File: config.mk
export PLATFORM = sky130hd
export DESIGN_NAME = video_test_pattern_generator_unit_flat
export DESIGN_NICKNAME = d
export VERILOG_FILES = /design/src/rtl/vtpg_pkg.sv /design/src/rtl/vtpg_pix_if.sv /design/src/rtl/vtpg_rgb_if.sv /design/src/rtl/vtpg_pipe_ctrl.sv /design/src/rtl/vtpg_geom.sv /design/src/rtl/vtpg_anim.sv /design/src/rtl/vtpg_shade.sv /design/src/rtl/video_test_pattern_generator_unit.sv /design/src/flat_wrapper.sv
export VERILOG_INCLUDE_DIRS = /design/src /design/src/rtl
export SDC_FILE = /design/constraint.sdc
export NUM_CORES = 1
export LEC_CHECK = 0
export BUFFER_PORTS_ARGS = -buffer_cell sky130_fd_sc_hd__clkbuf_2
export CORE_ASPECT_RATIO = 0.5
export CORE_MARGIN = 1.5
export CORE_UTILIZATION = 55
export CTS_CLUSTER_SIZE = 25
export DETAILED_ROUTE_END_ITERATION = 12
export PLACE_DENSITY = 0.75
export SLEW_MARGIN = 20
export SYNTH_ARGS = -nofsm -noshare
export SYNTH_HDL_FRONTEND = slang
export SYNTH_SLANG_ARGS = --single-unit
File: constraint.sdc
create_clock -name clk_i -period 6.2 [get_ports clk_i]
set_clock_uncertainty 0.2 [all_clocks]
set_input_delay 0.93 -clock clk_i [delete_from_list [all_inputs] [get_ports clk_i]]
set_output_delay 0.93 -clock clk_i [all_outputs]
set_load 0.05 [all_outputs]
File: src/rtl/video_test_pattern_generator_unit_defines.svh
// Assertion macros shared by the files that check their own logic.
`ifndef VIDEO_TEST_PATTERN_GENERATOR_UNIT_DEFINES_SVH
`define VIDEO_TEST_PATTERN_GENERATOR_UNIT_DEFINES_SVH

// The consequent must hold in the same cycle as the antecedent.
`define VTPG_ASSERT_NOW(lbl, ante, cons, msg) \
  lbl: assert property (@(posedge clk_i) disable iff (!rst_ni) (ante) |-> (cons)) \
    else $error(msg);

// The consequent must hold in the cycle after the antecedent.
`define VTPG_ASSERT_NEXT(lbl, ante, cons, msg) \
  lbl: assert property (@(posedge clk_i) disable iff (!rst_ni) (ante) |=> (cons)) \
    else $error(msg);

`endif

File: src/rtl/vtpg_pkg.sv
package vtpg_pkg;

  localparam int ColW   = 10;
  localparam int RowW   = 9;
  localparam int FrameW = 16;
  localparam int ChanW  = 8;

  localparam int PipeStages = 5;

  // Coordinates compared against frame bounds of up to 2048 pixels.
  localparam int CoordW   = 12;
  localparam int LinePosW = 11;

  // The moving line advances 20 pixels per frame.
  localparam int LineStep  = 20;
  localparam int LineXW    = 21;
  localparam int LineLeft  = 3;
  localparam int LineRight = 4;

  // Stripes: period 96, width 46, offset (18 * frame) mod 96, which equals
  // 6 * ((3 * frame) mod 16).
  localparam int StripePeriod = 96;
  localparam int StripeWidth  = 46;
  localparam int StripeUnit   = 6;

  // Checker cells are 45 pixels; floor(v / 45) = (v * 1457) >> 16 for v < 2048.
  localparam int                   CellRecipW = 11;
  localparam logic [CellRecipW-1:0] CellRecip = 11'd1457;
  localparam int                   CellShift  = 16;

  localparam int BarRows     = 250;
  localparam int BorderInset = 10;
  localparam int BorderThick = 6;
  localparam int BoxX0       = 145;
  localparam int BoxX1       = 495;
  localparam int BoxY0       = 132;
  localparam int BoxY1       = 228;

  typedef enum logic [1:0] {
    PAT_BARS    = 2'd0,
    PAT_STRIPES = 2'd1,
    PAT_CHECKER = 2'd2
  } pattern_e;

  typedef struct packed {
    logic [ChanW-1:0] red;
    logic [ChanW-1:0] green;
    logic [ChanW-1:0] blue;
  } rgb_t;

  localparam rgb_t ColBlack  = '{8'd0, 8'd0, 8'd0};
  localparam rgb_t ColWhite  = '{8'd255, 8'd255, 8'd255};
  localparam rgb_t ColGrey   = '{8'd28, 8'd28, 8'd28};
  localparam rgb_t ColBack   = '{8'd14, 8'd26, 8'd54};
  localparam rgb_t ColCyan   = '{8'd32, 8'd180, 8'd220};
  localparam rgb_t ColYellow = '{8'd250, 8'd220, 8'd80};
  localparam rgb_t ColRed    = '{8'd244, 8'd86, 8'd86};
  localparam rgb_t ColDark   = '{8'd30, 8'd30, 8'd30};

  typedef struct packed {
    logic [ColW-1:0]   col;
    logic [LineXW-1:0] line_x;
    logic [6:0]        stripe_cm;
    logic [3:0]        stripe_oi;
    logic              cell_odd;
    logic              in_frame;
    logic              bar_zone;
    logic [2:0]        bar_idx;
    logic              border;
    logic              dark_box;
  } geom_t;

  typedef struct packed {
    logic [ColW-1:0]     col;
    logic [LinePosW-1:0] line_p;
    logic                stripe_on;
    logic                cell_odd;
    logic                in_frame;
    logic                bar_zone;
    logic [2:0]          bar_idx;
    logic                border;
    logic                dark_box;
  } shade_t;

  typedef struct packed {
    logic [PipeStages-1:0] adv;
    logic [PipeStages-1:0] vld;
  } pipe_ctl_t;

  function automatic logic [1:0] mod3_5b(input logic [4:0] v);
    logic [2:0] s;
    s = 3'(v[0]) + 3'(v[2]) + 3'(v[4]) + {1'b0, v[1], 1'b0} + {1'b0, v[3], 1'b0};
    if (s >= 3'd6) begin
      return 2'(s - 3'd6);
    end else if (s >= 3'd3) begin
      return 2'(s - 3'd3);
    end else begin
      return 2'(s);
    end
  endfunction

  function automatic rgb_t bar_color(input logic [2:0] idx);
    rgb_t c;
    unique case (idx)
      3'd0: c = ColWhite;
      3'd1: c = '{8'd255, 8'd255, 8'd0};
      3'd2: c = '{8'd0, 8'd255, 8'd255};
      3'd3: c = '{8'd0, 8'd255, 8'd0};
      3'd4: c = '{8'd255, 8'd0, 8'd255};
      3'd5: c = '{8'd0, 8'd0, 8'd255};
      3'd6: c = '{8'd255, 8'd0, 8'd0};
      3'd7: c = ColBlack;
    endcase
    return c;
  endfunction

endpackage

File: src/rtl/vtpg_pix_if.sv
interface vtpg_pix_if
  import vtpg_pkg::*;
();
  logic              valid;
  logic              ready;
  logic [ColW-1:0]   pixel_column;
  logic [RowW-1:0]   pixel_row;
  logic [FrameW-1:0] frame_index;

  modport source (output valid, pixel_column, pixel_row, frame_index, input ready);
  modport sink (input valid, pixel_column, pixel_row, frame_index, output ready);
endinterface

File: src/rtl/vtpg_rgb_if.sv
interface vtpg_rgb_if
  import vtpg_pkg::*;
();
  logic             valid;
  logic             ready;
  logic [ChanW-1:0] red;
  logic [ChanW-1:0] green;
  logic [ChanW-1:0] blue;

  modport source (output valid, red, green, blue, input ready);
  modport sink (input valid, red, green, blue, output ready);
endinterface

File: src/rtl/vtpg_pipe_ctrl.sv
module vtpg_pipe_ctrl
  import vtpg_pkg::*;
(
  input  logic      clk_i,
  input  logic      rst_ni,
  input  logic      in_valid_i,
  input  logic      out_ready_i,
  output pipe_ctl_t ctl_o
);

  logic [PipeStages-1:0] vld_q, vld_d, adv, prev;

  always_comb begin
    adv[PipeStages-1] = !vld_q[PipeStages-1] || out_ready_i;
    for (int k = PipeStages - 2; k >= 0; k--) begin
      adv[k] = !vld_q[k] || adv[k+1];
    end
    prev = {vld_q[PipeStages-2:0], in_valid_i};
    for (int k = 0; k < PipeStages; k++) begin
      vld_d[k] = adv[k] ? prev[k] : vld_q[k];
    end
  end

  always_ff @(posedge clk_i or negedge rst_ni) begin
    if (!rst_ni) begin
      vld_q <= '0;
    end else begin
      vld_q <= vld_d;
    end
  end

  assign ctl_o.adv = adv;
  assign ctl_o.vld = vld_q;

endmodule

File: src/rtl/vtpg_geom.sv
module vtpg_geom
  import vtpg_pkg::*;
#(
  parameter int FRAME_WIDTH  = 640,
  parameter int FRAME_HEIGHT = 360
) (
  input  logic              clk_i,
  input  logic              en_i,
  input  logic [ColW-1:0]   pixel_column_i,
  input  logic [RowW-1:0]   pixel_row_i,
  input  logic [FrameW-1:0] frame_index_i,
  output geom_t             geom_o
);

  localparam logic [CoordW-1:0] XIn0  = CoordW'(BorderInset);
  localparam logic [CoordW-1:0] XIn1  = CoordW'(BorderInset + BorderThick);
  localparam logic [CoordW-1:0] XOut1 = CoordW'(FRAME_WIDTH - BorderInset);
  localparam logic [CoordW-1:0] XOut0 = CoordW'(FRAME_WIDTH - BorderInset - BorderThick);
  localparam logic [CoordW-1:0] YIn0  = CoordW'(BorderInset);
  localparam logic [CoordW-1:0] YIn1  = CoordW'(BorderInset + BorderThick);
  localparam logic [CoordW-1:0] YOut1 = CoordW'(FRAME_HEIGHT - BorderInset);
  localparam logic [CoordW-1:0] YOut0 = CoordW'(FRAME_HEIGHT - BorderInset - BorderThick);

  logic [CoordW-1:0]          col, row;
  logic [7:1]                 bar_ge;
  logic [ColW+CellRecipW-1:0] col_cell;
  logic [RowW+CellRecipW-1:0] row_cell;
  logic [5:0]                 frame_x3;
  logic                       top, bottom, left, right;
  geom_t                      geom_d, geom_q;

  assign col = CoordW'(pixel_column_i);
  assign row = CoordW'(pixel_row_i);

  for (genvar g = 1; g < 8; g++) begin : g_bound
    localparam logic [CoordW-1:0] Bound = CoordW'(g * FRAME_WIDTH / 8);
    assign bar_ge[g] = col >= Bound;
  end

  assign col_cell = (ColW+CellRecipW)'(pixel_column_i) * (ColW+CellRecipW)'(CellRecip);
  assign row_cell = (RowW+CellRecipW)'(pixel_row_i) * (RowW+CellRecipW)'(CellRecip);
  assign frame_x3 = {2'b00, frame_index_i[3:0]} + {1'b0, frame_index_i[3:0], 1'b0};

  assign top    = col >= XIn0 && col < XOut1 && row >= YIn0 && row < YIn1;
  assign bottom = col >= XIn0 && col < XOut1 && row >= YOut0 && row < YOut1;
  assign left   = col >= XIn0 && col < XIn1 && row >= YIn0 && row < YOut1;
  assign right  = col >= XOut0 && col < XOut1 && row >= YIn0 && row < YOut1;

  always_comb begin
    geom_d.bar_idx = 3'd0;
    for (int i = 1; i < 8; i++) begin
      if (bar_ge[i]) begin
        geom_d.bar_idx = 3'(i);
      end
    end
    geom_d.col       = pixel_column_i;
    geom_d.line_x    = LineXW'(frame_index_i * LineStep);
    geom_d.stripe_cm = {mod3_5b(pixel_column_i[9:5]), pixel_column_i[4:0]};
    geom_d.stripe_oi = frame_x3[3:0];
    geom_d.cell_odd  = col_cell[CellShift] ^ row_cell[CellShift] ^ frame_index_i[0];
    geom_d.in_frame  = col < CoordW'(FRAME_WIDTH) && row < CoordW'(FRAME_HEIGHT);
    geom_d.bar_zone  = row < CoordW'(BarRows);
    geom_d.border    = top || bottom || left || right;
    geom_d.dark_box  = col >= CoordW'(BoxX0) && col < CoordW'(BoxX1) &&
                       row >= CoordW'(BoxY0) && row < CoordW'(BoxY1);
  end

  always_ff @(posedge clk_i) begin
    if (en_i) begin
      geom_q <= geom_d;
    end
  end

  assign geom_o = geom_q;

endmodule

File: src/rtl/vtpg_anim.sv
module vtpg_anim
  import vtpg_pkg::*;
#(
  parameter int FRAME_WIDTH = 640
) (
  input  logic       clk_i,
  input  logic [2:0] en_i,
  input  geom_t      geom_i,
  output shade_t     shade_o
);

  // The line position is (frame * 20) mod width, reduced by a scaled
  // reciprocal whose quotient is at most one too small.
  localparam int                  RecipShift = 32;
  localparam logic [RecipShift:0] RecipFull  = (33'd1 << RecipShift) / FRAME_WIDTH;
  localparam int                  RecipW     = $clog2(RecipFull + 1);
  localparam logic [RecipW-1:0]   Recip      = RecipW'(RecipFull);
  localparam int                  ProdW      = LineXW + RecipW;
  localparam int                  QuotW      = ProdW - RecipShift;
  localparam int                  RemW       = LinePosW + 1;

  logic [ProdW-1:0]    prod_d, prod2_q;
  logic [LineXW-1:0]   x2_q, x3_q, qw_d, qw3_q, rem_full;
  logic [QuotW-1:0]    quot;
  logic [RemW-1:0]     rem;
  logic [7:0]          stripe_pos, stripe_red;
  logic                stripe_d, stripe2_q, stripe3_q;
  geom_t               g2_q, g3_q;
  shade_t              shade_d, shade_q;

  assign prod_d = ProdW'(geom_i.line_x) * ProdW'(Recip);

  always_comb begin
    stripe_pos = 8'(geom_i.stripe_cm) + 8'(StripePeriod)
               - 8'(geom_i.stripe_oi) * 8'(StripeUnit);
    stripe_red = (stripe_pos >= 8'(StripePeriod)) ? stripe_pos - 8'(StripePeriod)
                                                   : stripe_pos;
    stripe_d   = stripe_red < 8'(StripeWidth);
  end

  always_ff @(posedge clk_i) begin
    if (en_i[0]) begin
      prod2_q   <= prod_d;
      x2_q      <= geom_i.line_x;
      stripe2_q <= stripe_d;
      g2_q      <= geom_i;
    end
  end

  assign quot = prod2_q[ProdW-1:RecipShift];
  assign qw_d = LineXW'(LineXW'(quot) * LineXW'(FRAME_WIDTH));

  always_ff @(posedge clk_i) begin
    if (en_i[1]) begin
      qw3_q     <= qw_d;
      x3_q      <= x2_q;
      stripe3_q <= stripe2_q;
      g3_q      <= g2_q;
    end
  end

  assign rem_full = x3_q - qw3_q;
  assign rem      = rem_full[RemW-1:0];

  always_comb begin
    shade_d.col       = g3_q.col;
    shade_d.line_p    = (rem >= RemW'(FRAME_WIDTH)) ? LinePosW'(rem - RemW'(FRAME_WIDTH))
                                                    : LinePosW'(rem);
    shade_d.stripe_on = stripe3_q;
    shade_d.cell_odd  = g3_q.cell_odd;
    shade_d.in_frame  = g3_q.in_frame;
    shade_d.bar_zone  = g3_q.bar_zone;
    shade_d.bar_idx   = g3_q.bar_idx;
    shade_d.border    = g3_q.border;
    shade_d.dark_box  = g3_q.dark_box;
  end

  always_ff @(posedge clk_i) begin
    if (en_i[2]) begin
      shade_q <= shade_d;
    end
  end

  assign shade_o = shade_q;

endmodule

File: src/rtl/vtpg_shade.sv
module vtpg_shade
  import vtpg_pkg::*;
(
  input  logic       clk_i,
  input  logic       en_i,
  input  logic [1:0] pattern_select_i,
  input  shade_t     shade_i,
  output rgb_t       rgb_o
);

  logic [CoordW-1:0] col, pos, line_lo, line_hi;
  logic              line_hit;
  rgb_t              rgb_d, rgb_q;

  assign col      = CoordW'(shade_i.col);
  assign pos      = CoordW'(shade_i.line_p);
  assign line_lo  = (pos >= CoordW'(LineLeft)) ? pos - CoordW'(LineLeft) : '0;
  assign line_hi  = pos + CoordW'(LineRight);
  assign line_hit = col >= line_lo && col < line_hi;

  always_comb begin
    rgb_d = ColBlack;
    if (shade_i.in_frame) begin
      case (pattern_select_i)
        PAT_BARS: begin
          if (line_hit) begin
            rgb_d = ColWhite;
          end else if (shade_i.bar_zone) begin
            rgb_d = bar_color(shade_i.bar_idx);
          end else begin
            rgb_d = ColGrey;
          end
        end
        PAT_STRIPES: begin
          if (shade_i.border) begin
            rgb_d = ColYellow;
          end else if (shade_i.stripe_on) begin
            rgb_d = ColCyan;
          end else begin
            rgb_d = ColBack;
          end
        end
        PAT_CHECKER: begin
          if (shade_i.dark_box) begin
            rgb_d = ColDark;
          end else if (shade_i.cell_odd) begin
            rgb_d = ColRed;
          end else begin
            rgb_d = ColBlack;
          end
        end
        default: rgb_d = ColBlack;
      endcase
    end
  end

  always_ff @(posedge clk_i) begin
    if (en_i) begin
      rgb_q <= rgb_d;
    end
  end

  assign rgb_o = rgb_q;

endmodule

File: src/rtl/video_test_pattern_generator_unit.sv
// Video test pattern generator, one RGB pixel per transaction.
// The pix_i channel carries a pixel column, row and frame number; the rgb_o
// channel returns the 8-bit red, green and blue values of that pixel. Both
// channels use valid/ready, and a transaction completes on a clock edge with
// both high. cfg_we_i writes cfg_wdata_i into the pattern select register
// (0 bars, 1 stripes, 2 checkerboard, 3 black); write it only while idle.
// The datapath is five register stages: geometry decode, reciprocal multiply,
// quotient multiply, remainder correction and color select with the output
// register. One pixel is accepted every cycle while rgb_o is not stalled.
// When rgb_o stalls, the stages hold their contents and pix_i.ready drops
// only once every stage is full; bubbles are filled first.
// Reset clears all stage valid bits and sets the pattern select to bars.
`include "video_test_pattern_generator_unit_defines.svh"

module video_test_pattern_generator_unit
  import vtpg_pkg::*;
#(
  parameter int FRAME_WIDTH  = 640,
  parameter int FRAME_HEIGHT = 360
) (
  input  logic       clk_i,
  input  logic       rst_ni,
  vtpg_pix_if.sink   pix_i,
  vtpg_rgb_if.source rgb_o,
  input  logic       cfg_we_i,
  input  logic [1:0] cfg_wdata_i
);

  logic [1:0] pattern_select_q, pattern_select_d;
  pipe_ctl_t  ctl;
  geom_t      geom;
  shade_t     shade;
  rgb_t       rgb;

  always_comb begin
    pattern_select_d = cfg_we_i ? cfg_wdata_i : pattern_select_q;
  end

  always_ff @(posedge clk_i or negedge rst_ni) begin
    if (!rst_ni) begin
      pattern_select_q <= PAT_BARS;
    end else begin
      pattern_select_q <= pattern_select_d;
    end
  end

  vtpg_pipe_ctrl u_ctrl (
    .clk_i       (clk_i),
    .rst_ni      (rst_ni),
    .in_valid_i  (pix_i.valid),
    .out_ready_i (rgb_o.ready),
    .ctl_o       (ctl)
  );

  vtpg_geom #(
    .FRAME_WIDTH  (FRAME_WIDTH),
    .FRAME_HEIGHT (FRAME_HEIGHT)
  ) u_geom (
    .clk_i          (clk_i),
    .en_i           (ctl.adv[0]),
    .pixel_column_i (pix_i.pixel_column),
    .pixel_row_i    (pix_i.pixel_row),
    .frame_index_i  (pix_i.frame_index),
    .geom_o         (geom)
  );

  vtpg_anim #(
    .FRAME_WIDTH (FRAME_WIDTH)
  ) u_anim (
    .clk_i   (clk_i),
    .en_i    (ctl.adv[3:1]),
    .geom_i  (geom),
    .shade_o (shade)
  );

  vtpg_shade u_shade (
    .clk_i            (clk_i),
    .en_i             (ctl.adv[4]),
    .pattern_select_i (pattern_select_q),
    .shade_i          (shade),
    .rgb_o            (rgb)
  );

  assign pix_i.ready = ctl.adv[0];
  assign rgb_o.valid = ctl.vld[PipeStages-1];
  assign rgb_o.red   = rgb.red;
  assign rgb_o.green = rgb.green;
  assign rgb_o.blue  = rgb.blue;

  `VTPG_ASSERT_NOW(a_ready_chain, rgb_o.ready, pix_i.ready, "Input stalled while output ready.")
  `VTPG_ASSERT_NEXT(a_accept_loads, pix_i.valid && pix_i.ready, ctl.vld[0], "Accepted pixel lost.")
  `VTPG_ASSERT_NOW(a_full_stall, (&ctl.vld) && !rgb_o.ready, !pix_i.ready, "Full pipe accepted input.")

endmodule
File: src/flat_wrapper.sv
// flat-port wrapper written by rule: the top's interface ports become plain ports
module video_test_pattern_generator_unit_flat import vtpg_pkg::*;
#(
  parameter int FRAME_WIDTH  = 640,
  parameter int FRAME_HEIGHT = 360
)
  (clk_i, rst_ni, cfg_we_i, cfg_wdata_i, pix_i_valid, pix_i_pixel_column, pix_i_pixel_row, pix_i_frame_index, pix_i_ready, rgb_o_valid, rgb_o_red, rgb_o_green, rgb_o_blue, rgb_o_ready);
  vtpg_pix_if pix_i_i ();
  vtpg_rgb_if rgb_o_i ();
  input  logic clk_i;
  input  logic rst_ni;
  input  logic cfg_we_i;
  input  logic [1:0] cfg_wdata_i;
  input wire logic [$bits(pix_i_i.valid)-1:0] pix_i_valid;
  input wire logic [$bits(pix_i_i.pixel_column)-1:0] pix_i_pixel_column;
  input wire logic [$bits(pix_i_i.pixel_row)-1:0] pix_i_pixel_row;
  input wire logic [$bits(pix_i_i.frame_index)-1:0] pix_i_frame_index;
  output wire logic [$bits(pix_i_i.ready)-1:0] pix_i_ready;
  output wire logic [$bits(rgb_o_i.valid)-1:0] rgb_o_valid;
  output wire logic [$bits(rgb_o_i.red)-1:0] rgb_o_red;
  output wire logic [$bits(rgb_o_i.green)-1:0] rgb_o_green;
  output wire logic [$bits(rgb_o_i.blue)-1:0] rgb_o_blue;
  input wire logic [$bits(rgb_o_i.ready)-1:0] rgb_o_ready;
  assign pix_i_i.valid = pix_i_valid;
  assign pix_i_i.pixel_column = pix_i_pixel_column;
  assign pix_i_i.pixel_row = pix_i_pixel_row;
  assign pix_i_i.frame_index = pix_i_frame_index;
  assign pix_i_ready = pix_i_i.ready;
  assign rgb_o_valid = rgb_o_i.valid;
  assign rgb_o_red = rgb_o_i.red;
  assign rgb_o_green = rgb_o_i.green;
  assign rgb_o_blue = rgb_o_i.blue;
  assign rgb_o_i.ready = rgb_o_ready;
  video_test_pattern_generator_unit #(.FRAME_WIDTH(FRAME_WIDTH), .FRAME_HEIGHT(FRAME_HEIGHT)) u_core (.clk_i(clk_i), .rst_ni(rst_ni), .pix_i(pix_i_i), .rgb_o(rgb_o_i), .cfg_we_i(cfg_we_i), .cfg_wdata_i(cfg_wdata_i));
endmodule
# After elaboration in Yosys (flattened, before gate mapping)
# Memory sizes are Yosys's and may differ from the RTL's. A register that Yosys moved wholly into a read port is not among the register bits.
# Cells that the tools add are included.
[totals] reg_bits=213 mem_bits_ro=192 input_bits=42 output_inout_bits=26 word_cells=156 n_memories=1
[classes] add_sub_neg=14 n_mul=6 order_cmp=30 eq_ne=2 n_mux=19 bitwise_logic=2 n_reduce_logical=32
[mem_list] memory="(no name shown)" depth=8 word_bits=24 rd=1 rd_clocked_by_memory_dff=1 wr=0 line_no="vtpg_pkg.sv:104" rtl="unique case (idx)"
[op_table] cell="$mux 24" n=5
[op_table] cell="$pmux 24 s3" n=1
[op_table] cell="$mul 19x22->41 const B" n=1
[op_table] cell="$ge 10x8->1 const B" n=3
[op_table] cell="$ge 10x9->1 const B" n=3
[op_table] cell="$mux 22" n=1
[op_table] cell="$ge 10x10->1 const B" n=2
[op_table] cell="$lt 10x10->1 const B" n=2
[op_table] cell="$mul 16x3->19 const B" n=1
[op_table] cell="$lt 9x8->1 const B" n=2
[op_table] cell="$lt 9x9->1 const B" n=2
[op_table] cell="$mul 10x11->17 const B" n=1
[op_table] cell="$mul 9x11->17 const B" n=1
[op_table] cell="$logic_and 1x1->1" n=16
[op_table] cell="$add 11x3->12 const B" n=1
[op_table] cell="$ge 10x12->1" n=1
[op_table] cell="$ge 12x10->1 const B" n=1
[op_table] cell="$lt 10x12->1" n=1
[op_table] cell="$mul 12x3->5 const B" n=1
[op_table] cell="$mux 12" n=1
[op_table] cell="$sub 11x2->12 const B" n=1
[op_table] cell="$sub 12x12->12" n=1
[op_table] cell="$ge 11x2->1 const B" n=1
[op_table] cell="$mux 11" n=1
[op_table] cell="34 further kinds" n=54

# Logic depth before layout (Yosys ltp)
# Gate-level depths: netlist of the first run.
[depth] depth_word=7 depth_mapped=20 mapped_depth_nobuf=20

# By module
# From an unflattened synthesis of the first run, not the netlist that was laid out.
[hier_totals] cells_unflattened=1460 area_unflattened_um2=16534.6
[modules_own_cells] mod="vtpg_anim" n_inst=1 cells_each=701 area_each_um2=8694.6 seq_area_each_um2=3062.9
[modules_own_cells] mod="vtpg_geom" n_inst=1 cells_each=521 area_each_um2=5509.0 seq_area_each_um2=1261.2
[modules_own_cells] mod="vtpg_shade" n_inst=1 cells_each=217 area_each_um2=2050.7 seq_area_each_um2=690.7
[modules_own_cells] mod="vtpg_pipe_ctrl" n_inst=1 cells_each=17 area_each_um2=207.7 seq_area_each_um2=125.1
[modules_own_cells] mod="video_test_pattern_generator_unit" n_inst=1 cells_each=4 area_each_um2=72.6 seq_area_each_um2=50.0

# Worst setup path before layout of the first run
# OpenSTA, ideal clock, no wires.
[synth_timing] path_kind="register to register" from="register u_core.u_geom.geom_q (netlist bit u_core.u_geom.geom_o[29])" to="register u_core.u_anim.prod2_q[35] (data pin)" setup_ns=0.257 arrival_time_ns=5.216 t_required_ns=5.743 slack_ns=0.527 stages_incl_launch_ff=21 path_buffers=0 synth_period_minus_slack_ns=5.673 path_cell_list="edfxtp_1 > inv_1 > ha_1 > fa_1 > inv_1 > fa_1 > inv_1 > fa_1 > inv_1 > fa_1 > inv_1 > fa_1 > inv_1 > ha_1 > a21o_1 > a21oi_1 > o21ai_0 > a221o_1 > o21a_1 > a31o_2 > xor2_1"
[synth_via] elab_chain_cells=1
[synth_rtl] element="from (decl)" line_no="vtpg_geom.sv:30" rtl="geom_t geom_d, geom_q;"
[synth_rtl] element="from (signal assigned)" line_no="vtpg_geom.sv:70" rtl="geom_q <= geom_d;"
[synth_rtl] element="$mul 19x22->41" line_no="vtpg_anim.sv:31" rtl="assign prod_d = ProdW'(geom_i.line_x) * ProdW'(Recip);"
[synth_rtl] element="net u_core.u_anim.prod_d[35]" line_no="vtpg_anim.sv:22" rtl="logic [ProdW-1:0] prod_d, prod2_q;"
[synth_rtl] element="to (signal assigned)" line_no="vtpg_anim.sv:43" rtl="prod2_q <= prod_d;"
[synth_rtl] element="to (decl)" line_no="vtpg_anim.sv:22"
# The timed path passes the listed nets, and every way through them passes these cells.
# A chain may end at the register's enable or synchronous reset.

# Worst setup path after layout of the first run
[layout_timing] from="register u_core.u_geom.geom_q (netlist bit u_core.u_geom.geom_o[26])" to="register u_core.u_anim.prod2_q[35] (data pin)"
# The elaborated chain is that of the path after synthesis.

==> out/results.tsv, run 1 <==
stage	metric	value	unit
outcome	outcome	finished, final reports clean	
global_routing	met3_usage	0.03570	
global_routing	grt_pass1_wl	49530	um
floorplanning	rows	42	
floorplanning	die-area	28050	um^2
clock_tree	clkSlewWorstSetupHoldPaths	80	ps
setup_path	crit_type	reg -> reg	
finish	nNetsFinal	1822	
finish	syn_to_final_growth	9.773	%
finish	drive_above_1_share	0.09247	
synthesis	ys_top_cells_by_area	edfxtp_1 33%, ha_1 23%, fa_1 17%	
timing	worst_pin_slew	646.9	ps
timing	max_freq	0.1683	GHz
global_routing	grt-busiest-layer	met2	
clock_tree	cts.sinks	171	
setup_path	endpoint_kind	flop	
synthesis	ys_async_sr_fraction	0.04094	
floorplanning	die_w	235.4	um
timing	drv_slew	0	
timing	min_period	5940	ps
synthesis	syn_area_per_cell	11.48	um^2
global_routing	grt_usage	0.2244	
timing	rsz0062_at_grt	no	
drt	drtIter0Drc	753	
global_routing	antenna_found_initial	0	
synthesis	syn_inst	1294	
setup_path	crit_path_start_kind	flop	
floorplanning	io_pins	68	
synthesis	ys.flop_type	edfxtp_1	
clock_tree	htree_levels	4	
synthesis	ys_ff_latch	171	
synthesis	synth_edf_count	161	
clock_tree	cts_buffers	17	
setup_path	cp_common_cell	inv_1	
global_routing	grt_pass1_vias	9895	
setup_path	cpPeakStageDelay	560	ps
place	dpl.hpwl	24610	um
clock_tree	cts_max_path_buffers	2	
timing	slew_headroom	0.5678	
timing	finalSetupTns	0	ps
place	io_buffers	67	
synthesis	yosysTopAreaCellShare	0.3256	
timing	setup_viol	0	
clock_tree	cts_tree	built	
setup_path	worstSetupStartpoint	u_core.u_geom.geom_o[26]	
drt	routedWlPerCell	17.00	um
global_routing	met1_usage	0.3193	
finish	antenna-diode-count	0	
drt	drtAntennaViolNets	0	
worst_hold_path	hold_class	in -> async	
setup_path	path_max_fanout	4	
drt	num_vias	9440	
timing	hold_viol_final	0	
setup_path	r2r-start	u_core.u_geom.geom_o[26]	
global_routing	globalRoute.totalOverflow	0	
setup_path	cp_data_arrival_time	5920	ps
drt	viasPerCell	5.404	
clock_tree	cts-root-buf	clkbuf_16	
place	gp_congestion	0.9429	
synthesis	netlist_area	14850	um^2
floorplanning	coreArea	26490	um^2
setup_path	cp_slowest_cell	fa_1	
synthesis	ys_seq_area_frac	0.3414	
global_routing	grt_max_degree	45	
setup_path	required	6180	ps
synthesis	ys_types	65	
drt	drt-total-wl	29710	um
finish	fillCellCount	2076	
clock_tree	clock_latency	440	ps
floorplanning	initial_core_util	0.5607	
setup_path	path_cells	ha_1 -> inv_1 -> fa_1 -> inv_1 -> fa_1 -> inv_1 -> fa_1 -> inv_1 -> fa_1 -> inv_1 -> fa_1 -> inv_1 -> ha_1 -> a21o_1 -> a21oi_1 -> o21ai_0 -> a221o_1 -> o21a_1 -> a31o_2 -> xor2_1	
synthesis	synth_fp_nets	1734	
timing	period_share	0.9581	
global_routing	use_met2	0.3628	
flow_run	max_cap_violations	0	
synthesis	synth_warnings	0	
drt	first_pass_iters	7	
floorplanning	die_h	119.2	um
drt	drc	0	
synthesis	yosys.area.top_type	edfxtp_1	
==> through the flow <==
step	cells	utilization	worst slack, ps	hold slack, ps	instance area (um^2)
floorplan	1294	-	527.2	200.3	14850
global placement	1712	0.5900	283.3	201.5	15630
detailed placement	1712	0.5900	236.1	204.5	15630
CTS	1744	0.6146	204.2	109.9	16280
global route	1747	0.6155	5.965	112.3	16300
finish	1747	0.6155	259.9	123.2	16300
==> synthesized netlist by cell type (all sizes together) (5+ instances only) <==
cell    count
o211ai      7
o21ai      30
nand2      56
o31ai       6
dfrtp       7
inv       298
a21o       18
buf         5
fa        129
nand4       6
nand3      17
o21a       11
ha        269
edfxtp    161
xnor2      44
a21oi      49
nor3       16
a211oi      6
o21bai      8
nor2       34
nor2b       6
a31oi       9
nand2b     14
xor2       15
==> layer usage <==
layer	vias up	part of all wire
met5	-	0
met3	38	0.045
met4	0	0.017
met1	4616	0.49
li1	4542	-
met2	244	0.45
==> state kept, by name, indices dropped and copies added (netlist names), 2 cells and up, named ones only <==
signal / count
u_core.u_anim.qw3_q: 5
u_core.u_anim.x3_q: 10
u_core.u_anim.prod2_q: 5
u_core.u_anim.g2_q: 18
u_core.u_anim.g3_q: 18
u_core.pattern_select_q: 2
u_core.u_shade.rgb_o: 23
u_core.u_anim.x2_q: 10
u_core.u_geom.geom_o: 42
u_core.u_anim.shade_o: 28
u_core.u_ctrl.vld_q: 5
==> cell families after synthesis <==
kind of cell	share of synthesized area
buffers and inverters	0.07785
XOR/XNOR	0.03480
adder cells (fa/ha/maj)	0.4005
flip-flops	0.3414
AO/OA/AOI/OAI	0.07945
AND/OR/NAND/NOR	0.06024
multiplexers	0.005729
==> timing repair <==
item | CTS | global route
setup buffers | 0 | 3
hold buffers | 0 | 0
gates resized for setup | 0 | 1
setup endpoints to repair | 0 | 1
==> worst paths after layout <==
path | end | slack [ps] | cells after the start
min in group clk_i | u_core.u_anim.g3_q[42] | 220 | 0
hold / removal | u_core.u_ctrl.vld_q[3] | 120 | 1
hold reg to reg | u_core.u_anim.g3_q[42] | 220 | 0
setup / recovery | u_core.u_anim.prod2_q[35] | 260 | 20
max in group asynchronous | u_core.u_ctrl.vld_q[2] | 5480 | 1
setup reg to reg | u_core.u_anim.prod2_q[35] | 260 | 20
==> cells in the final DEF (no fill, tap or decap), types with 15 or more instances in the layout <==
cell type,instances
edfxtp_1,161
nand2_1,56
clkbuf_16,17
nor3_1,16
xor2_1,15
clkbuf_2,67
o21ai_0,25
nand3_1,17
fa_1,128
nor2_1,34
inv_1,298
xnor2_1,44
ha_1,269
a21o_1,15
a21oi_1,48
==> worst max-delay path, delay by kind of cell, from the launching register on <==
kind,cells,cell delay [ps]
adder cells (fa/ha/maj),7,3240
AO/OA/AOI/OAI,6,1270
buffers and inverters,6,390
XOR/XNOR,1,140
flip-flops,1,440
==> cell type report <==
cell class | instances | area [um^2] | area share
multi-input combinational | 819 | 8627 | 0.5292
sequential | 171 | 5070 | 0.3110
inverter | 298 | 1119 | 0.06862
tap | 352 | 440.4 | 0.02702
clock buffer | 17 | 425.4 | 0.02610
timing repair buffer | 75 | 395.4 | 0.02425
clock inverter | 15 | 225.2 | 0.01382
Power of run 1 is not shown: default switching activity piles up to over one toggle a cycle in this logic, so the estimate is an artifact.
==> run 2, diff against run 1 <==
Settings changed: BUFFER_PORTS_ARGS -buffer_cell sky130_fd_sc_hd__clkbuf_2 to not set, DONT_BUFFER_PORTS set to 1, PLACE_DENSITY 0.75 to 0.72.
==> run 2 against run 1 <==
Net effect:
- utilization fell by 1.5 points
- first-iteration DRC count fell by 31%
- setup slack got worse by 27 ps
- global-route usage fell by 0.53 points
- register-to-register slack got worse by 30 ps
- fmax fell by 0.45%
- non-clock buffer count fell by 68
- count of clock-buffer cells in the layout did not move
- final area fell by 2.4%
- final cell count fell by 3.9%
- critical path depth rose by 1
- die area did not move
- highest routed layer is now met5
==> out/results.tsv, run 2 (synthesis results as in run 1) <==
stage	metric	value	unit	change
worst_hold_path	hold_class	reg -> reg		
clock_tree	cts.sinks	171		unchanged
setup_path	crit_type	reg -> reg		
setup_path	cp_common_cell	inv_1		
drt	routedWlPerCell	17.12	um	+0.69%
setup_path	cp_slowest_cell	fa_1		
clock_tree	cts_max_path_buffers	2		unchanged
clock_tree	cts_buffers	17		unchanged
global_routing	met3_usage	0.05656		+0.02086
drt	num_vias	9020		-4.4%
floorplanning	die-area	28050	um^2	unchanged
floorplanning	die_w	235.4	um	unchanged
timing	hold_slack	213.9	ps	+90.63 ps
flow_run	max_cap_violations	0		unchanged
outcome	outcome	finished, final reports clean		
timing	slew_headroom	0.2768		-0.2910
clock_tree	htree_levels	4		unchanged
finish	final_util	0.6008		-0.01474
finish	nNetsFinal	1754		-3.7%
clock_tree	cts-root-buf	clkbuf_16		
place	io_buffers	0		-100%
timing	drv_slew	0		unchanged
drt	first_pass_iters	5		-2
setup_path	critical-path-top-delay-family	adder cells		
floorplanning	die_h	119.2	um	unchanged
finish	fin_area	15910	um^2	-2.4%
setup_path	crit_path_start_kind	flop		
place	dpl_cell_area	15280	um^2	-2.2%
setup_path	path_cells	ha_1 -> inv_1 -> fa_1 -> inv_1 -> fa_1 -> inv_1 -> fa_1 -> inv_1 -> fa_1 -> inv_1 -> fa_1 -> inv_1 -> ha_1 -> o21ai_0 -> o21bai_1 -> a21o_1 -> a221o_1 -> o21a_1 -> buf_4 -> a21oi_1 -> xnor2_1		
clock_tree	clkSlewWorstSetupHoldPaths	70	ps	about the same
timing	setup_viol	0		unchanged
finish	drive_above_1_share	0.04521		-0.04726
timing	min_period	5967	ps	+27.02 ps
place	dpl.hpwl	24390	um	-0.88%
setup_path	required	6180	ps	about the same
timing	max_freq	0.1676	GHz	-0.45%
drt	drt-total-wl	28750	um	-3.2%
setup_path	cpPeakStageDelay	560	ps	about the same
finish	antenna-diode-count	0		unchanged
floorplanning	io_pins	68		unchanged
clock_tree	cts_tree	built		
setup_path	path_max_fanout	4		unchanged
finish	fillCellCount	2126		+2.4%
drt	drtIter0Drc	523		-31%
global_routing	grt-busiest-layer	met2		
setup_path	cp_num_buf_inv	7		+1
drt	viasPerCell	5.372		-0.58%
floorplanning	initial_core_util	0.5607		unchanged
place	dp_cells	1643		-4.0%
finish	mostFrequentLayoutCell	inv_1		
floorplanning	rows	42		unchanged
global_routing	antenna_found_initial	1		+1
global_routing	grt_max_degree	45		unchanged
timing	worst_pin_slew	1085	ps	+437.9 ps
finish	stdcell_count	1679		-3.9%
global_routing	globalRoute.totalOverflow	0		unchanged
timing	period_share	0.9624		+0.004358
global_routing	met1_usage	0.3045		-0.01484
setup_path	endpoint_kind	flop		
drt	drc	0		unchanged
place	gp_congestion	0.9424		about the same
global_routing	use_met2	0.3425		-0.02034
finish	largest_reg_flops	42		unchanged
global_routing	grt_pass1_wl	48000	um	-3.1%
floorplanning	coreArea	26490	um^2	unchanged
drt	drtAntennaViolNets	0		unchanged
timing	hold_viol_final	0		unchanged
finish	layout_common_cells	297 x inv_1, 269 x ha_1, 161 x edfxtp_1		
clock_tree	clock_latency	430	ps	about the same
setup_path	cp_data_arrival_time	5950	ps	+30 ps
finish	syn_to_final_growth	7.145	%	
global_routing	grt_usage	0.2191		-0.005339
global_routing	grt_pass1_vias	9502		-4.0%
## run 2: changes by cell type in the layout (fill, tap and decap cells not counted), sizes merged
cell,before,now
clkbuf,84,17
clkinv,8,4
buf,8,6
clkinvlp,0,2
bufinv,0,1
dlygate4sd3,0,1
inv,305,306
## run 2: metrics by stage
stage          TNS [ps]  setup slack (ps)
5_1_grt          -37.47            -25.79
3_5_place_dp          0             178.4
6_report              0             232.9
4_1_cts               0             161.5
3_3_place_gp          0             260.9
2_1_floorplan         0             527.2
## run 2: repair_timing
| item | 4_1_cts | 5_1_grt |
|---|---|---|
| hold buffers | 1 | 0 |
| endpoints found under the hold margin | 7 | 0 |
| resized for setup | 0 | 1 |
| setup endpoints to repair | 0 | 2 |
| setup buffers | 0 | 3 |
## run 2: final timing paths
path | from | to | slack, ps | depth (start not counted)
worst max register to register | u_core.u_geom.geom_o[25] | u_core.u_anim.prod2_q[34] | 230 | 21
min in group asynchronous | rst_ni | u_core.pattern_select_q[1] | 630 | 1
max in group asynchronous | rst_ni | u_core.u_ctrl.vld_q[1] | 4930 | 1
worst min register to register | u_core.u_geom.geom_o[4] | u_core.u_anim.g2_q[4] | 210 | 0
worst min-delay path | u_core.u_geom.geom_o[4] | u_core.u_anim.g2_q[4] | 210 | 0
worst max-delay path | u_core.u_geom.geom_o[25] | u_core.u_anim.prod2_q[34] | 230 | 21
## run 2: routing by layer
metal / routed length [um] / part of all wire
met2: 12800 / 0.45
met3: 1535 / 0.053
met4: 489 / 0.017
met1: 13910 / 0.48
met5: 13 / 0.00045
## run 2: final cells by class
class                           count  area, um^2  area share
Clock inverter                     15       172.7     0.01085
Timing Repair Buffer                7       55.05    0.003460
Multi-Input combinational cell    819        8630      0.5423
Inverter                          298        1119     0.07030
Clock buffer                       17       425.4     0.02674
Sequential cell                   171        5070      0.3186
Tap cell                          352       440.4     0.02768
Power of run 2 is left out for the same reason.
==> run 3, diff against run 2 <==
--- a/constraint.sdc
+++ b/constraint.sdc
@@ -4,2 +4,2 @@
 set_output_delay 0.93 -clock clk_i [all_outputs]
-set_load 0.05 [all_outputs]
+set_load 0.1 [all_outputs]
==> run 3 against run 2 <==
Net effect:
- non-clock buffer count is the same
- final area barely moved
- utilization barely moved
- register-to-register slack about the same
- global-route usage about the same
- via count increased by 0.27%
- sequential share of layout area is essentially flat
- worst hold slack improved by 2.0 ps
- count of clock-buffer cells in the layout is 1 higher
- setup slack improved by 1.2 ps
- critical endpoint is now u_core.u_anim.prod2_q[35]
==> out/results.tsv, run 3 (synthesis results as in run 1) <==
stage	metric	value	unit	change
setup_path	path_max_fanout	4		unchanged
timing	period_share	0.9622		about the same
setup_path	ff2ff_setup_slack	230	ps	about the same
clock_tree	cts_max_path_buffers	2		unchanged
timing	rsz0062_at_grt	no		
global_routing	grt_max_degree	45		unchanged
setup_path	cpPeakStageDelay	560	ps	about the same
timing	setup_viol	0		unchanged
drt	met3WireLength	1467	um	-4.4%
timing	max_freq	0.1676	GHz	about the same
setup_path	cp_num_cells	20		-4.8%
setup_path	r2r-start	u_core.u_geom.geom_o[26]		
timing	slew_headroom	0.3113		+0.03450
drt	drtIter0Drc	534		+2.1%
timing	min_period	5966	ps	-1.177 ps
drt	wl_met1	14030	um	+0.83%
drt	drt-total-wl	29030	um	+0.97%
setup_path	cp_data_arrival_time	5950	ps	about the same
place	io_buffers	0		unchanged
place	gp_congestion	0.9053		-3.9%
global_routing	antenna_found_initial	0		-1
global_routing	globalRoute.totalOverflow	0		unchanged
drt	highest_layer	met4		
finish	nNetsFinal	1754		unchanged
setup_path	critical-path-top-delay-family	adder cells		
clock_tree	cts_resized	0		unchanged
floorplanning	io_pins	68		unchanged
global_routing	grt_pass1_wl	47690	um	-0.63%
floorplanning	die_h	119.2	um	unchanged
finish	largest_reg_flops	42		unchanged
timing	worst_pin_slew	1035	ps	-49.58 ps
clock_tree	htree_levels	4		unchanged
clock_tree	cts-root-buf	clkbuf_16		
drt	routedWlPerCell	17.30	um	+1.0%
floorplanning	coreArea	26490	um^2	unchanged
setup_path	timing.rr.end	u_core.u_anim.prod2_q[35]		
setup_path	required	6180	ps	about the same
drt	drc	0		unchanged
finish	fillCellCount	2161		+1.6%
drt	viasPerCell	5.390		+0.33%
finish	stdcell_count	1678		-0.060%
setup_path	crit_type	reg -> reg		
place	dpl.hpwl	24360	um	-0.15%
setup_path	crit_path_start_kind	flop		
global_routing	grt_pass1_vias	9514		+0.13%
global_routing	grt_usage	0.2187		-0.0003770
clock_tree	clkSlewWorstSetupHoldPaths	70	ps	about the same
floorplanning	initial_core_util	0.5607		unchanged
drt	met2_length	13140	um	+2.7%
place	place_ws	185.6	ps	+7.247 ps
timing	finalSetupTns	0	ps	unchanged
setup_path	endpoint_kind	flop		
setup_path	path_cells	ha_1 -> inv_1 -> fa_1 -> inv_1 -> fa_1 -> inv_1 -> fa_1 -> inv_1 -> fa_1 -> inv_1 -> fa_1 -> inv_1 -> ha_1 -> a21o_1 -> a21oi_1 -> o21ai_0 -> a221o_1 -> o21a_1 -> a31o_2 -> xor2_1		
drt	num_vias	9044		+0.27%
finish	multiInputGateArea	8627	um^2	about the same
finish	final_util	0.6009		about the same
finish	drive_above_1_share	0.04449		-0.0007200
timing	hold_viol_final	0		unchanged
setup_path	cp_slowest_cell	fa_1		
clock_tree	clock_latency	430	ps	about the same
drt	drtAntennaViolNets	0		unchanged
place	dp_cells	1644		+0.061%
clock_tree	cts.sinks	171		unchanged
clock_tree	cts_tree	built		
finish	syn_to_final_growth	7.170	%	about the same
clock_tree	cts_buffers	17		unchanged
drt	first_pass_iters	5		unchanged
floorplanning	die_w	235.4	um	unchanged
floorplanning	rows	42		unchanged
worst_hold_path	hold_class	reg -> reg		
setup_path	worstSetupStartpoint	u_core.u_geom.geom_o[26]		
timing	setup_slack	234.1	ps	+1.177 ps
floorplanning	die-area	28050	um^2	unchanged
finish	layout_common_cells	297 x inv_1, 269 x ha_1, 161 x edfxtp_1		
setup_path	cp_common_cell	inv_1		
setup_path	cp_num_buf_inv	6		-1
setup_path	endpoint	u_core.u_anim.prod2_q[35]		
finish	antenna-diode-count	0		unchanged
finish	mostFrequentLayoutCell	inv_1		
flow_run	max_cap_violations	0		unchanged
outcome	outcome	finished, final reports clean		
setup_path	rr_worst_depth	20		-4.8%
timing	drv_slew	0		unchanged
finish	seq_area	5070	um^2	unchanged
## run 3: layout make-up
cell class,count,area share
clock buffer,18,0.02697
clock inverter,13,0.009748
inverter,298,0.07028
multi-input combinational,819,0.5421
sequential,171,0.3186
tap,352,0.02767
timing repair buffer,7,0.004717
## run 3: metrics by stage
stage               cell area [um^2]  hold slack [ps]
floorplan                      14850            200.3
global placement               15300            203.0
CTS                            15900            219.7
finish                         15920            215.9
detailed placement             15300            204.5
global route                   15920            221.7
## run 3: worst min path at each step
stage | depth (start not counted) | from | slack (ps) | endpoint
finish | 0 | u_core.u_anim.g2_q[43] | 220 | u_core.u_anim.g3_q[43]
floorplan | 0 | u_core.u_geom.geom_o[0] | 200 | u_core.u_anim.g2_q[0]
global route | 0 | u_core.u_anim.x2_q[4] | 220 | u_core.u_anim.x3_q[4]
CTS | 0 | u_core.u_anim.g2_q[43] | 220 | u_core.u_anim.g3_q[43]
global placement | 0 | u_core.u_anim.x2_q[3] | 200 | u_core.u_anim.x3_q[3]
detailed placement | 0 | u_core.u_anim.x2_q[4] | 200 | u_core.u_anim.x3_q[4]
## run 3: worst reg2reg max path, cell delays in order (launching register included)
cell	delay, ps
edfxtp_1	420
ha_1	340
inv_1	70
fa_1	560
inv_1	80
fa_1	510
inv_1	80
fa_1	500
inv_1	90
fa_1	540
inv_1	50
fa_1	520
inv_1	40
ha_1	300
a21o_1	160
a21oi_1	120
o21ai_0	120
a221o_1	410
o21a_1	220
a31o_2	260
xor2_1	130
## run 3: timing repair
| item | 4_1_cts | 5_1_grt |
|---|---|---|
| hold buffers | 1 | 0 |
| buffers inserted | 0 | 2 |
| endpoints found under the setup margin | 0 | 2 |
| hold endpoints to repair | 7 | 0 |
## run 3: metal layers
layer  track usage  vias up
li1              -     4390
met1        0.3072     4440
met2        0.3530      184
met3       0.04265       30
met4       0.05121        0
met5             0        -
Power of run 3 is left out for the same reason.
